`config.mk`:
```
export PLATFORM = sky130hd
export DESIGN_NAME = two_patch_logistic_harvest_sim
export DESIGN_NICKNAME = d
export VERILOG_FILES = /design/src/sv/hsim_pkg.sv /design/src/sv/hsim_dp.sv /design/src/sv/hsim_ctrl.sv /design/src/sv/two_patch_logistic_harvest_sim.sv
export SDC_FILE = /design/constraint.sdc
export NUM_CORES = 2
export LEC_CHECK = 0
export ABC_CLOCK_PERIOD_IN_PS = 13400
export BUFFER_PORTS_ARGS = -buffer_cell sky130_fd_sc_hd__buf_2
export CORE_AREA = 2 2 453 455
export CTS_BUF_LIST = sky130_fd_sc_hd__clkbuf_4 sky130_fd_sc_hd__clkbuf_8
export CTS_CLUSTER_DIAMETER = 200
export DETAILED_ROUTE_END_ITERATION = 16
export DIE_AREA = 0 0 455 457
export PLACE_DENSITY = 0.68
export SLEW_MARGIN = 5
export SYNTH_ARGS = -nofsm -noshare
export SYNTH_HDL_FRONTEND = slang
export SYNTH_SLANG_ARGS = --single-unit
```
`constraint.sdc`:
```
create_clock -name clk -period 13.4 [get_ports clk]
set_clock_uncertainty 0.05 [all_clocks]
set_input_delay 2.01 -clock clk [delete_from_list [all_inputs] [get_ports clk]]
set_output_delay 2.01 -clock clk [all_outputs]
set_load 0.05 [all_outputs]
```
`src/sv/hsim_pkg.sv`:
```
// Package for the two-patch harvest simulator: payload types, ALU micro-ops,
// register ids and the micro-op program table. No dependencies.
package hsim_pkg;

  localparam int FRAC_BITS = 16;
  localparam int VW        = 48;
  localparam int PCW       = 6;

  localparam logic [1:0] ST_OK   = 2'd0;
  localparam logic [1:0] ST_DIVZ = 2'd1;
  localparam logic [1:0] ST_SAT  = 2'd2;

  typedef struct packed {
    logic [16:0] growth_rate;
    logic [23:0] capacity;
    logic [15:0] mixing_rate;
    logic [15:0] harvest_fraction;
    logic [15:0] protected_share;
  } in_item_t;

  typedef struct packed {
    logic signed [47:0] final_yield;
    logic [1:0]         status;
  } out_item_t;

  typedef enum logic [1:0] {OP_ADD, OP_SUB, OP_MUL, OP_DIV} alu_op_t;

  typedef enum logic [4:0] {
    RG_ZERO, RG_ONE, RG_B, RG_O, RG_Q, RG_MU, RG_R, RG_U, RG_P, RG_M,
    RG_ONEP, RG_ONEU, RG_KIN, RG_KOUT, RG_KALL, RG_T1, RG_T2, RG_T3,
    RG_FLOW, RG_NB, RG_Y
  } reg_id_t;

  typedef struct packed {
    alu_op_t op;
    reg_id_t dst;
    reg_id_t a;
    reg_id_t b;
    logic    last;
  } uop_t;

  typedef struct packed {
    logic load;
    logic issue;
    uop_t uop;
  } dp_cmd_t;

  typedef struct packed {
    logic               done;
    logic               sat;
    logic               onep_zero;
    logic               kin_zero;
    logic               kout_zero;
    logic               kall_zero;
    logic signed [47:0] yield;
  } dp_sts_t;

  // program entry points
  localparam logic [PCW-1:0] PC_INIT  = 6'd0;
  localparam logic [PCW-1:0] PC_QDIV  = 6'd7;
  localparam logic [PCW-1:0] PC_YEAR1 = 6'd8;
  localparam logic [PCW-1:0] PC_YEAR0 = 6'd26;

  function automatic uop_t mk(alu_op_t op, reg_id_t d, reg_id_t a, reg_id_t b,
                              logic l);
    uop_t u;
    u.op   = op;
    u.dst  = d;
    u.a    = a;
    u.b    = b;
    u.last = l;
    return u;
  endfunction

  function automatic uop_t uop_rom(logic [PCW-1:0] pc);
    uop_t u;
    case (pc)
      // setup
      6'd0:  u = mk(OP_SUB, RG_ONEP, RG_ONE,  RG_P,    1'b0);
      6'd1:  u = mk(OP_SUB, RG_ONEU, RG_ONE,  RG_U,    1'b0);
      6'd2:  u = mk(OP_MUL, RG_KIN,  RG_KALL, RG_P,    1'b0);
      6'd3:  u = mk(OP_MUL, RG_KOUT, RG_KALL, RG_ONEP, 1'b0);
      6'd4:  u = mk(OP_MUL, RG_MU,   RG_M,    RG_ONEP, 1'b0);
      6'd5:  u = mk(OP_ADD, RG_B,    RG_KIN,  RG_ZERO, 1'b0);
      6'd6:  u = mk(OP_ADD, RG_O,    RG_KOUT, RG_ZERO, 1'b1);
      6'd7:  u = mk(OP_DIV, RG_Q,    RG_P,    RG_ONEP, 1'b1);
      // year, growth per patch
      6'd8:  u = mk(OP_MUL, RG_T1,   RG_Q,    RG_O,    1'b0);
      6'd9:  u = mk(OP_SUB, RG_T1,   RG_B,    RG_T1,   1'b0);
      6'd10: u = mk(OP_MUL, RG_FLOW, RG_MU,   RG_T1,   1'b0);
      6'd11: u = mk(OP_MUL, RG_T1,   RG_R,    RG_B,    1'b0);
      6'd12: u = mk(OP_DIV, RG_T2,   RG_B,    RG_KIN,  1'b0);
      6'd13: u = mk(OP_SUB, RG_T2,   RG_ONE,  RG_T2,   1'b0);
      6'd14: u = mk(OP_MUL, RG_T1,   RG_T1,   RG_T2,   1'b0);
      6'd15: u = mk(OP_ADD, RG_NB,   RG_B,    RG_T1,   1'b0);
      6'd16: u = mk(OP_SUB, RG_NB,   RG_NB,   RG_FLOW, 1'b0);
      6'd17: u = mk(OP_MUL, RG_T1,   RG_R,    RG_O,    1'b0);
      6'd18: u = mk(OP_DIV, RG_T2,   RG_O,    RG_KOUT, 1'b0);
      6'd19: u = mk(OP_SUB, RG_T2,   RG_ONE,  RG_T2,   1'b0);
      6'd20: u = mk(OP_MUL, RG_T1,   RG_T1,   RG_T2,   1'b0);
      6'd21: u = mk(OP_MUL, RG_T2,   RG_ONEU, RG_O,    1'b0);
      6'd22: u = mk(OP_ADD, RG_T2,   RG_T2,   RG_T1,   1'b0);
      6'd23: u = mk(OP_ADD, RG_O,    RG_T2,   RG_FLOW, 1'b0);
      6'd24: u = mk(OP_ADD, RG_B,    RG_NB,   RG_ZERO, 1'b0);
      6'd25: u = mk(OP_MUL, RG_Y,    RG_U,    RG_O,    1'b1);
      // year, growth on pooled biomass
      6'd26: u = mk(OP_MUL, RG_T1,   RG_Q,    RG_O,    1'b0);
      6'd27: u = mk(OP_SUB, RG_T1,   RG_B,    RG_T1,   1'b0);
      6'd28: u = mk(OP_MUL, RG_FLOW, RG_MU,   RG_T1,   1'b0);
      6'd29: u = mk(OP_ADD, RG_T3,   RG_B,    RG_O,    1'b0);
      6'd30: u = mk(OP_MUL, RG_T1,   RG_R,    RG_T3,   1'b0);
      6'd31: u = mk(OP_DIV, RG_T2,   RG_T3,   RG_KALL, 1'b0);
      6'd32: u = mk(OP_SUB, RG_T2,   RG_ONE,  RG_T2,   1'b0);
      6'd33: u = mk(OP_MUL, RG_T1,   RG_T1,   RG_T2,   1'b0);
      6'd34: u = mk(OP_MUL, RG_T2,   RG_P,    RG_T1,   1'b0);
      6'd35: u = mk(OP_ADD, RG_NB,   RG_B,    RG_T2,   1'b0);
      6'd36: u = mk(OP_SUB, RG_NB,   RG_NB,   RG_FLOW, 1'b0);
      6'd37: u = mk(OP_MUL, RG_T2,   RG_ONEP, RG_T1,   1'b0);
      6'd38: u = mk(OP_MUL, RG_T3,   RG_ONEU, RG_O,    1'b0);
      6'd39: u = mk(OP_ADD, RG_T3,   RG_T3,   RG_T2,   1'b0);
      6'd40: u = mk(OP_ADD, RG_O,    RG_T3,   RG_FLOW, 1'b0);
      6'd41: u = mk(OP_ADD, RG_B,    RG_NB,   RG_ZERO, 1'b0);
      6'd42: u = mk(OP_MUL, RG_Y,    RG_U,    RG_O,    1'b1);
      default: u = mk(OP_ADD, RG_T1, RG_ZERO, RG_ZERO, 1'b1);
    endcase
    return u;
  endfunction

endpackage

```
`src/sv/hsim_dp.sv`:
```
// Datapath of the harvest simulator: operand registers and one shared
// saturating ALU (add/sub, 4-step multiply, bit-serial divide). Uses hsim_pkg.
module hsim_dp (
  input  logic              clk,
  input  logic              rst,
  input  hsim_pkg::in_item_t request,
  input  hsim_pkg::dp_cmd_t  cmd,
  output hsim_pkg::dp_sts_t  sts
);
  import hsim_pkg::*;

  localparam int DVD_W = VW + FRAC_BITS;
  localparam int CW    = $clog2(DVD_W + 1);
  localparam int PW    = 2 * VW;
  localparam int HW    = VW / 2;
  localparam logic [VW-1:0] ONE_V = VW'(1) << FRAC_BITS;
  localparam logic [VW-1:0] VMAX  = {1'b0, {(VW-1){1'b1}}};
  localparam logic [VW-1:0] VMIN  = {1'b1, {(VW-1){1'b0}}};

  typedef struct packed {
    logic [VW-1:0] b, o, q, mu, r, u, p, m, onep, oneu, kin, kout, kall;
    logic [VW-1:0] t1, t2, t3, flow, nb, y;
  } rf_t;

  rf_t rf;

  function automatic logic [VW-1:0] sel(rf_t f, reg_id_t id);
    logic [VW-1:0] v;
    case (id)
      RG_ZERO: v = '0;
      RG_ONE:  v = ONE_V;
      RG_B:    v = f.b;
      RG_O:    v = f.o;
      RG_Q:    v = f.q;
      RG_MU:   v = f.mu;
      RG_R:    v = f.r;
      RG_U:    v = f.u;
      RG_P:    v = f.p;
      RG_M:    v = f.m;
      RG_ONEP: v = f.onep;
      RG_ONEU: v = f.oneu;
      RG_KIN:  v = f.kin;
      RG_KOUT: v = f.kout;
      RG_KALL: v = f.kall;
      RG_T1:   v = f.t1;
      RG_T2:   v = f.t2;
      RG_T3:   v = f.t3;
      RG_FLOW: v = f.flow;
      RG_NB:   v = f.nb;
      RG_Y:    v = f.y;
      default: v = '0;
    endcase
    return v;
  endfunction

  function automatic logic [VW-1:0] mag(logic [VW-1:0] v);
    return v[VW-1] ? (~v + VW'(1)) : v;
  endfunction

  logic [VW-1:0]    va, vb;
  logic             run, done, sat;
  alu_op_t          op;
  reg_id_t          dst;
  logic [VW-1:0]    opa, opb, ma, mb;
  logic             neg;
  logic [CW-1:0]    cnt;
  logic [PW-1:0]    acc;
  logic [DVD_W-1:0] dvd, quo;
  logic [VW:0]      rem;

  logic [VW:0]      sum;
  logic [VW-1:0]    as_res;
  logic             as_sat;
  logic [HW-1:0]    ah, bh;
  logic [VW-1:0]    pp;
  logic [PW-1:0]    pp_sh;
  logic [VW:0]      remsh;
  logic             ge;
  logic [PW-1:0]    fin_mag, lim;
  logic             m_over;
  logic [VW-1:0]    m_mag, m_res;
  logic [VW-1:0]    res;
  logic             res_sat;

  always_comb begin
    va = sel(rf, cmd.uop.a);
    vb = sel(rf, cmd.uop.b);
  end

  // saturating add / subtract
  always_comb begin
    if (op == OP_SUB) begin
      sum = {opa[VW-1], opa} - {opb[VW-1], opb};
    end else begin
      sum = {opa[VW-1], opa} + {opb[VW-1], opb};
    end
    as_sat = sum[VW] != sum[VW-1];
    as_res = as_sat ? (sum[VW] ? VMIN : VMAX) : sum[VW-1:0];
  end

  // multiply partial products, one 24x24 per step
  always_comb begin
    ah    = cnt[1] ? ma[VW-1:HW] : ma[HW-1:0];
    bh    = cnt[0] ? mb[VW-1:HW] : mb[HW-1:0];
    pp    = VW'(ah) * VW'(bh);
    pp_sh = PW'(pp) << (HW * (32'(cnt[1]) + 32'(cnt[0])));
  end

  // restoring divide step
  always_comb begin
    remsh = {rem[VW-1:0], dvd[DVD_W-1]};
    ge    = remsh >= {1'b0, mb};
  end

  // magnitude saturation shared by multiply and divide
  always_comb begin
    fin_mag = (op == OP_MUL) ? (acc >> FRAC_BITS) : PW'(quo);
    lim     = neg ? PW'(VMIN) : PW'(VMAX);
    m_over  = fin_mag > lim;
    m_mag   = m_over ? lim[VW-1:0] : fin_mag[VW-1:0];
    m_res   = neg ? (~m_mag + VW'(1)) : m_mag;
    if (op == OP_ADD || op == OP_SUB) begin
      res     = as_res;
      res_sat = as_sat;
    end else begin
      res     = m_res;
      res_sat = m_over;
    end
  end

  logic finish;
  always_comb begin
    case (op)
      OP_MUL:  finish = run && (cnt == CW'(4));
      OP_DIV:  finish = run && (cnt == CW'(DVD_W));
      default: finish = run;
    endcase
  end

  always_ff @(posedge clk) begin
    if (rst) begin
      run  <= 1'b0;
      done <= 1'b0;
      sat  <= 1'b0;
    end else begin
      done <= 1'b0;
      if (cmd.load) begin
        sat <= 1'b0;
      end else if (cmd.issue) begin
        run <= 1'b1;
      end else if (finish) begin
        run  <= 1'b0;
        done <= 1'b1;
        sat  <= sat | res_sat;
      end
    end
  end

  always_ff @(posedge clk) begin
    if (cmd.load) begin
      rf.r    <= VW'(request.growth_rate);
      rf.m    <= VW'(request.mixing_rate);
      rf.u    <= VW'(request.harvest_fraction);
      rf.p    <= VW'(request.protected_share);
      rf.kall <= VW'(request.capacity) << FRAC_BITS;
      rf.y    <= '0;
    end else if (cmd.issue) begin
      op  <= cmd.uop.op;
      dst <= cmd.uop.dst;
      opa <= va;
      opb <= vb;
      ma  <= mag(va);
      mb  <= mag(vb);
      neg <= va[VW-1] ^ vb[VW-1];
      cnt <= '0;
      acc <= '0;
      rem <= '0;
      quo <= '0;
      dvd <= {mag(va), {FRAC_BITS{1'b0}}};
    end else if (finish) begin
      case (dst)
        RG_B:    rf.b    <= res;
        RG_O:    rf.o    <= res;
        RG_Q:    rf.q    <= res;
        RG_MU:   rf.mu   <= res;
        RG_R:    rf.r    <= res;
        RG_U:    rf.u    <= res;
        RG_P:    rf.p    <= res;
        RG_M:    rf.m    <= res;
        RG_ONEP: rf.onep <= res;
        RG_ONEU: rf.oneu <= res;
        RG_KIN:  rf.kin  <= res;
        RG_KOUT: rf.kout <= res;
        RG_KALL: rf.kall <= res;
        RG_T1:   rf.t1   <= res;
        RG_T2:   rf.t2   <= res;
        RG_T3:   rf.t3   <= res;
        RG_FLOW: rf.flow <= res;
        RG_NB:   rf.nb   <= res;
        RG_Y:    rf.y    <= res;
        default: ;
      endcase
    end else if (run) begin
      cnt <= cnt + CW'(1);
      if (op == OP_MUL) begin
        acc <= acc + pp_sh;
      end else begin
        rem <= ge ? (remsh - {1'b0, mb}) : remsh;
        quo <= {quo[DVD_W-2:0], ge};
        dvd <= dvd << 1;
      end
    end
  end

  always_comb begin
    sts.done      = done;
    sts.sat       = sat;
    sts.onep_zero = rf.onep == '0;
    sts.kin_zero  = rf.kin == '0;
    sts.kout_zero = rf.kout == '0;
    sts.kall_zero = rf.kall == '0;
    sts.yield     = $signed(rf.y);
  end

endmodule

```
`src/sv/hsim_ctrl.sv`:
```
// Controller of the harvest simulator: sequences micro-op programs over the
// datapath and counts years. Uses hsim_pkg.
module hsim_ctrl (
  input  logic                clk,
  input  logic                rst,
  input  logic                start,
  input  logic                density_mode,
  input  logic [9:0]          year_count,
  input  hsim_pkg::dp_sts_t   sts,
  output hsim_pkg::dp_cmd_t   cmd,
  output logic                busy,
  output logic                done,
  output hsim_pkg::out_item_t result
);
  import hsim_pkg::*;

  typedef enum logic [4:0] {
    S_IDLE  = 5'b00001,
    S_ISSUE = 5'b00010,
    S_WAIT  = 5'b00100,
    S_CHECK = 5'b01000,
    S_DONE  = 5'b10000
  } state_t;

  typedef enum logic [1:0] {PH_INIT, PH_QDIV, PH_YEAR} phase_t;

  state_t         state;
  phase_t         phase;
  logic [PCW-1:0] pc;
  logic [9:0]     years_left;
  logic           err;
  uop_t           uop;
  logic           div_zero;
  logic [PCW-1:0] year_pc;

  assign uop      = uop_rom(pc);
  assign year_pc  = density_mode ? PC_YEAR1 : PC_YEAR0;
  assign div_zero = sts.onep_zero |
                    (density_mode ? (sts.kin_zero | sts.kout_zero) : sts.kall_zero);

  always_ff @(posedge clk) begin
    if (rst) begin
      state      <= S_IDLE;
      phase      <= PH_INIT;
      pc         <= PC_INIT;
      years_left <= '0;
      err        <= 1'b0;
    end else begin
      unique case (state)
        S_IDLE: begin
          if (start) begin
            err   <= 1'b0;
            pc    <= PC_INIT;
            phase <= PH_INIT;
            state <= (year_count == '0) ? S_DONE : S_ISSUE;
          end
        end
        S_ISSUE: state <= S_WAIT;
        S_WAIT: begin
          if (sts.done) begin
            if (!uop.last) begin
              pc    <= pc + PCW'(1);
              state <= S_ISSUE;
            end else begin
              case (phase)
                PH_INIT: state <= S_CHECK;
                PH_QDIV: begin
                  phase      <= PH_YEAR;
                  pc         <= year_pc;
                  years_left <= year_count;
                  state      <= S_ISSUE;
                end
                default: begin
                  if (years_left == 10'd1) begin
                    state <= S_DONE;
                  end else begin
                    years_left <= years_left - 10'd1;
                    pc         <= year_pc;
                    state      <= S_ISSUE;
                  end
                end
              endcase
            end
          end
        end
        S_CHECK: begin
          // any zero divisor aborts before the first year
          if (div_zero) begin
            err   <= 1'b1;
            state <= S_DONE;
          end else begin
            phase <= PH_QDIV;
            pc    <= PC_QDIV;
            state <= S_ISSUE;
          end
        end
        S_DONE: state <= S_IDLE;
        default: state <= S_IDLE;
      endcase
    end
  end

  always_comb begin
    cmd.load  = (state == S_IDLE) && start;
    cmd.issue = state == S_ISSUE;
    cmd.uop   = uop;
    busy      = state != S_IDLE;
    done      = state == S_DONE;
    result.final_yield = err ? '0 : sts.yield;
    result.status      = err ? ST_DIVZ : (sts.sat ? ST_SAT : ST_OK);
  end

endmodule

```
`src/sv/two_patch_logistic_harvest_sim.sv`:
```
// Top level of the two-patch logistic harvest simulator: APB registers,
// controller and datapath. Uses hsim_pkg, hsim_ctrl, hsim_dp.
//
//  channel   handshake                      payload
//  request   start & !busy                  request (in_item_t)
//  result    done, one cycle, no stall      result (out_item_t)
//  config    psel & penable & pwrite        paddr[2:0], pwdata / prdata
//
// Each micro-op passes through an issue state, its ALU run and a done strobe;
// a divide produces one quotient bit per cycle. Setup, the divisor check and
// the p/(1-p) divide run first, then the year program once per year, per patch
// or pooled by density_mode, then the result. A zero divisor ends the run after
// setup, before the divide; year_count 0 gives the result in the cycle after
// the request.
// Synchronous reset sets density_mode 0 and year_count 100.
// The result strobe is never held off by the receiver.
module two_patch_logistic_harvest_sim (
  input  logic                clk,
  input  logic                rst,
  input  logic                psel,
  input  logic                penable,
  input  logic                pwrite,
  input  logic [2:0]          paddr,
  input  logic [31:0]         pwdata,
  output logic [31:0]         prdata,
  output logic                pready,
  input  logic                start,
  output logic                busy,
  input  hsim_pkg::in_item_t  request,
  output logic                done,
  output hsim_pkg::out_item_t result
);
  import hsim_pkg::*;

  logic       density_mode;
  logic [9:0] year_count;
  dp_cmd_t    cmd;
  dp_sts_t    sts;

  assign pready = 1'b1;

  always_ff @(posedge clk) begin
    if (rst) begin
      density_mode <= 1'b0;
      year_count   <= 10'd100;
    end else if (psel && penable && pwrite) begin
      if (paddr[2]) begin
        year_count <= pwdata[9:0];
      end else begin
        density_mode <= pwdata[0];
      end
    end
  end

  assign prdata = paddr[2] ? {22'd0, year_count} : {31'd0, density_mode};

  hsim_ctrl u_ctrl (
    .clk          (clk),
    .rst          (rst),
    .start        (start),
    .density_mode (density_mode),
    .year_count   (year_count),
    .sts          (sts),
    .cmd          (cmd),
    .busy         (busy),
    .done         (done),
    .result       (result)
  );

  hsim_dp u_dp (
    .clk     (clk),
    .rst     (rst),
    .request (request),
    .cmd     (cmd),
    .sts     (sts)
  );

endmodule

```
==> results.txt <==
----------------------------------------------------
[Global route]
  GR Overflow Total ... 0
  Overall Global Routing Usage ... 0.420
  Antenna violations before repair ... 36
  Maximum number of pins on one net before global-route repair ... 147
  Wire length of the first global-routing pass ... 629,000 µm
  Number of global-route vias before repair ... 88.3k

[Synthesis]
  Async set-or-reset flop fraction in the synthesized netlist ... 0
  Unique cell type count in the Yosys netlist ... 116
  Sequential-to-total area share from yosys stat ... 0.400
  Gate count after technology mapping ... 10.4k
  Synthesized area divided by synthesized cell count ... 9.73 µm²
  Share of Yosys cell area claimed by the top area cell type ... 0.349
  Cell area after synthesis ... 101,000 µm²
  Cell accounting for the most synthesized area ... sky130_fd_sc_hd__edfxtp_1
  Top FF cell, synth ... sky130_fd_sc_hd__edfxtp_1
  Count of flip-flops with a built-in enable after synthesis ... 1,174
  Flip-flop and latch count after synthesis ... 1,429
  Top post-synthesis cells by area ... sky130_fd_sc_hd__edfxtp_1 35%, sky130_fd_sc_hd__fa_1 9.6%, sky130_fd_sc_hd__ha_1 5.4%
  Total of warnings raised by yosys ... 0

[Clocking]
  Number of buffers inserted during clock tree synthesis ... 237
  Resized Gates After CTS ... 0
  H-tree levels ... 4
  Later-pin clock latency in the skew report ... 1.09 ns
  Clock tree root driver cell ... sky130_fd_sc_hd__clkbuf_8
  Number of setup buffers added after CTS ... 0
  TritonCTS clock tree ... done
  Number of buffers inserted for hold repair after clock tree synthesis ... 0
  Clock slew at the register clock pins of the worst setup and hold paths ... 0.06 ns
  Buffers from clock root to sink, at most ... 3
  Number of sinks handled by clock tree synthesis ... 1,429

[Drt]
  Avg Vias per Cell ... 6.90
  Count of TritonRoute iterations in the first routing pass ... 12
  DR DRC count ... 0
  Final wirelength ... 448,000 µm
  Number of nets still failing antenna checks after routing ... 0
  Routed wire per std cell ... 33.5 µm
  Detailed router's first-iteration violation count ... 15.7k
  Via count of the routed design ... 92.4k

[Hold path]
  Type of the tightest min-delay check ... flop to flop
  Hold wc startpoint ... u_ctrl.uop[11]
  Worst Hold Path EP ... u_dp.dst[0]
  Worst hold path cell count ... 0

[Floorplanning]
  Width of the die ... 455 µm
  Total core area ... 203,000 µm²
  Initial core utilization ... 0.497
  Die area ... 208,000 µm²
  Row Count ... 166
  Height of the die ... 457 µm
  Count of pins on the block boundary ... 215

[Worst setup path]
  Type of element capturing the critical path ... flop
  Crit Reg-Reg Endpoint ... u_dp.acc[95]
  Cell depth of the worst flop-to-flop path ... 40
  Highest cell delay on the worst timing path ... 0.76 ns
  Start-to-end type of the worst setup path ... flop to flop
  Peak fanout along the critical path ... 49
  R2R Path Start ... u_dp.cnt[0]
  Standard cell with the maximum stage delay on the critical path ... sky130_fd_sc_hd__o21ai_2
  R2R Setup Slk ... 0.74 ns
  Critical Path Start Type ... flop
  Endpoint required time on the critical path ... 14.09 ns
  Dominant cell type by count on the critical path ... sky130_fd_sc_hd__fa_1
  Crit path arrival time ... 13.35 ns

[Placed design]
  Post-placement worst setup slack ... 0.534 ns
  Hpwl dp ... 306,000 µm
  Final RePlAce weighted congestion ... 1.05
  Post-Place Cells ... 12.9k
  Count of buffers inserted at the top-level ports ... 167

[Status]
  Violated checks ... max-capacitance violations, max-slew violations
  Result of the run ... finished, violations left

[Pwr]
  VDD IR-drop max ... 0.346 mV
  Power density relative to cell area ... 218 nW/µm²
  Post-layout total power ... 0.0241 W
  Leak ... 44.7 nW

[Timing]
  Hold violation count in the final report ... 0
  Slew Viols, Final ... 4
  Time the worst path needs with I/O delays and setup ... 12.66 ns
  Worst slew margin relative to its limit ... -0.0661
  Fmax ... 79.0 MHz
  Setup slack of the critical path after layout ... 0.743 ns
  Sum Neg Setup Slack ... 0 ns
  Fin crit share ... 0.945
  Actual transition at the worst max-transition pin ... 1.59 ns
  Number of setup violations in the final report ... 0
  RSZ-0062 raised after global routing ... false

[Job]
  Maximum capacitance violations ... 2

[Finish]
  Most common cell after layout, fill and taps aside ... sky130_fd_sc_hd__edfxtp_1
  Highest-count cells in the layout ignoring fill and taps ... 1,174 x sky130_fd_sc_hd__edfxtp_1, 1,025 x sky130_fd_sc_hd__nand2_1, 882 x sky130_fd_sc_hd__nor2_1, 805 x sky130_fd_sc_hd__inv_1, 583 x sky130_fd_sc_hd__a22oi_1
  Fraction of layout instances using a drive strength above 1 ... 0.109
  Fin util ... 0.544
  Final cell count without fillers ... 13.4k
  Number of nets in the layout ... 11.5k
  Growth of design area from synthesis to finish ... 9.52%

----------------------------------------------------
stage by stage:
| step | hold WS, ns | cell area [µm²] |
|---|---|---|
| global placement | 0.341 | 105000 |
| CTS | 0.355 | 111000 |
| floorplan | 0.336 | 101000 |
| global route | 0.361 | 111000 |
| finish | 0.354 | 111000 |
| detailed placement | 0.341 | 105000 |
per-layer routing:
metal  GRT usage  up-vias  wire, µm
met5     0.00723        -       326
met4       0.315       22     42500
met3       0.157     2220     63200
met2       0.610     7511    188000
met1       0.503    44700    155000
li1            -    37900         -
power by group:
part / internal, W / switching, W
Clock: 0.00229 / 0.00201
Sequential: 0.00526 / 0.0000983
Combinational: 0.00504 / 0.00939
Total: 0.0126 / 0.0115
logic make-up after synthesis:
| group | synth area share |
|---|---|
| flip-flops | 0.400 |
| multiplexers | 0.0203 |
| other | 0.0000744 |
| adder cells (fa/ha/maj) | 0.150 |
| AND/OR/NAND/NOR | 0.160 |
| AO/OA/AOI/OAI | 0.182 |
| buffers and inverters | 0.0575 |
| XOR/XNOR | 0.0299 |
synthesized netlist by cell type, types with 71 or more instances:
| cell type | number |
|---|---|
| sky130_fd_sc_hd__edfxtp_1 | 1174 |
| sky130_fd_sc_hd__nand2_1 | 1026 |
| sky130_fd_sc_hd__nor2_1 | 899 |
| sky130_fd_sc_hd__inv_1 | 809 |
| sky130_fd_sc_hd__a22oi_1 | 583 |
| sky130_fd_sc_hd__a21oi_1 | 555 |
| sky130_fd_sc_hd__fa_1 | 485 |
| sky130_fd_sc_hd__clkbuf_1 | 462 |
| sky130_fd_sc_hd__o21ai_0 | 447 |
| sky130_fd_sc_hd__ha_1 | 435 |
| sky130_fd_sc_hd__and3_1 | 309 |
| sky130_fd_sc_hd__dfxtp_1 | 255 |
| sky130_fd_sc_hd__xnor2_1 | 206 |
| sky130_fd_sc_hd__a21o_1 | 173 |
| sky130_fd_sc_hd__nand3_1 | 170 |
| sky130_fd_sc_hd__nand4_1 | 160 |
| sky130_fd_sc_hd__and2_1 | 157 |
| sky130_fd_sc_hd__nor3_1 | 143 |
| sky130_fd_sc_hd__xor2_1 | 139 |
| sky130_fd_sc_hd__a22o_1 | 135 |
| sky130_fd_sc_hd__mux2i_1 | 131 |
| sky130_fd_sc_hd__nor4_1 | 99 |
| sky130_fd_sc_hd__nor2b_1 | 98 |
| sky130_fd_sc_hd__a2111oi_0 | 78 |
| sky130_fd_sc_hd__a211oi_1 | 74 |
| sky130_fd_sc_hd__a222oi_1 | 73 |
| sky130_fd_sc_hd__buf_2 | 71 |
how the worst max path moves through the flow:
| stage | from | to | depth (start not counted) |
|---|---|---|---|
| 5_1_grt | u_dp.cnt[1] | u_dp.acc[94] | 38 |
| 2_1_floorplan | u_dp.cnt[1] | u_dp.acc[86] | 43 |
| 3_5_place_dp | u_dp.cnt[0] | u_dp.acc[94] | 41 |
| 4_1_cts | u_dp.cnt[0] | u_dp.acc[94] | 41 |
| 3_3_place_gp | u_dp.cnt[0] | u_dp.acc[94] | 41 |
| 6_report | u_dp.cnt[0] | u_dp.acc[95] | 40 |
final cells by class:
| class | instances | area [µm²] |
|---|---|---|
| repair buffers | 468 | 3120 |
| clock inverters | 102 | 880 |
| multi-input cells | 7516 | 55400 |
| inverters | 814 | 3060 |
| diodes | 30 | 75.1 |
| clock buffers | 349 | 4330 |
| flip-flops and latches | 1429 | 40400 |
| fillers | 18100 | 92700 |
| well taps | 2688 | 3360 |
critical path, delay by kind of cell (launching register included):
kind	cells	cell delay [ns]
AOI/OAI and AO/OA	18	4.77
buffers and inverters	6	0.80
and+or+nand+nor	3	0.91
adders and majority gates	9	4.08
DFF	1	0.43
xor gates and xnor gates	2	0.75
muxes	2	0.47
flip-flops by register name (all words and copies together), names as in the netlist, 5 cells and up:
register and count:
u_ctrl.pc 6, u_ctrl.state 5, u_ctrl.uop 18, u_ctrl.years_left 10
u_dp.acc 96, u_dp.cnt 7, u_dp.dst 5, u_dp.dvd 48
u_dp.ma 48, u_dp.mb 48, u_dp.opa 47, u_dp.opb 47
u_dp.quo 64, u_dp.rem 48, u_dp.rf 864, u_dp.sts 48
year_count 10
(Power assumes the default switching activity.)
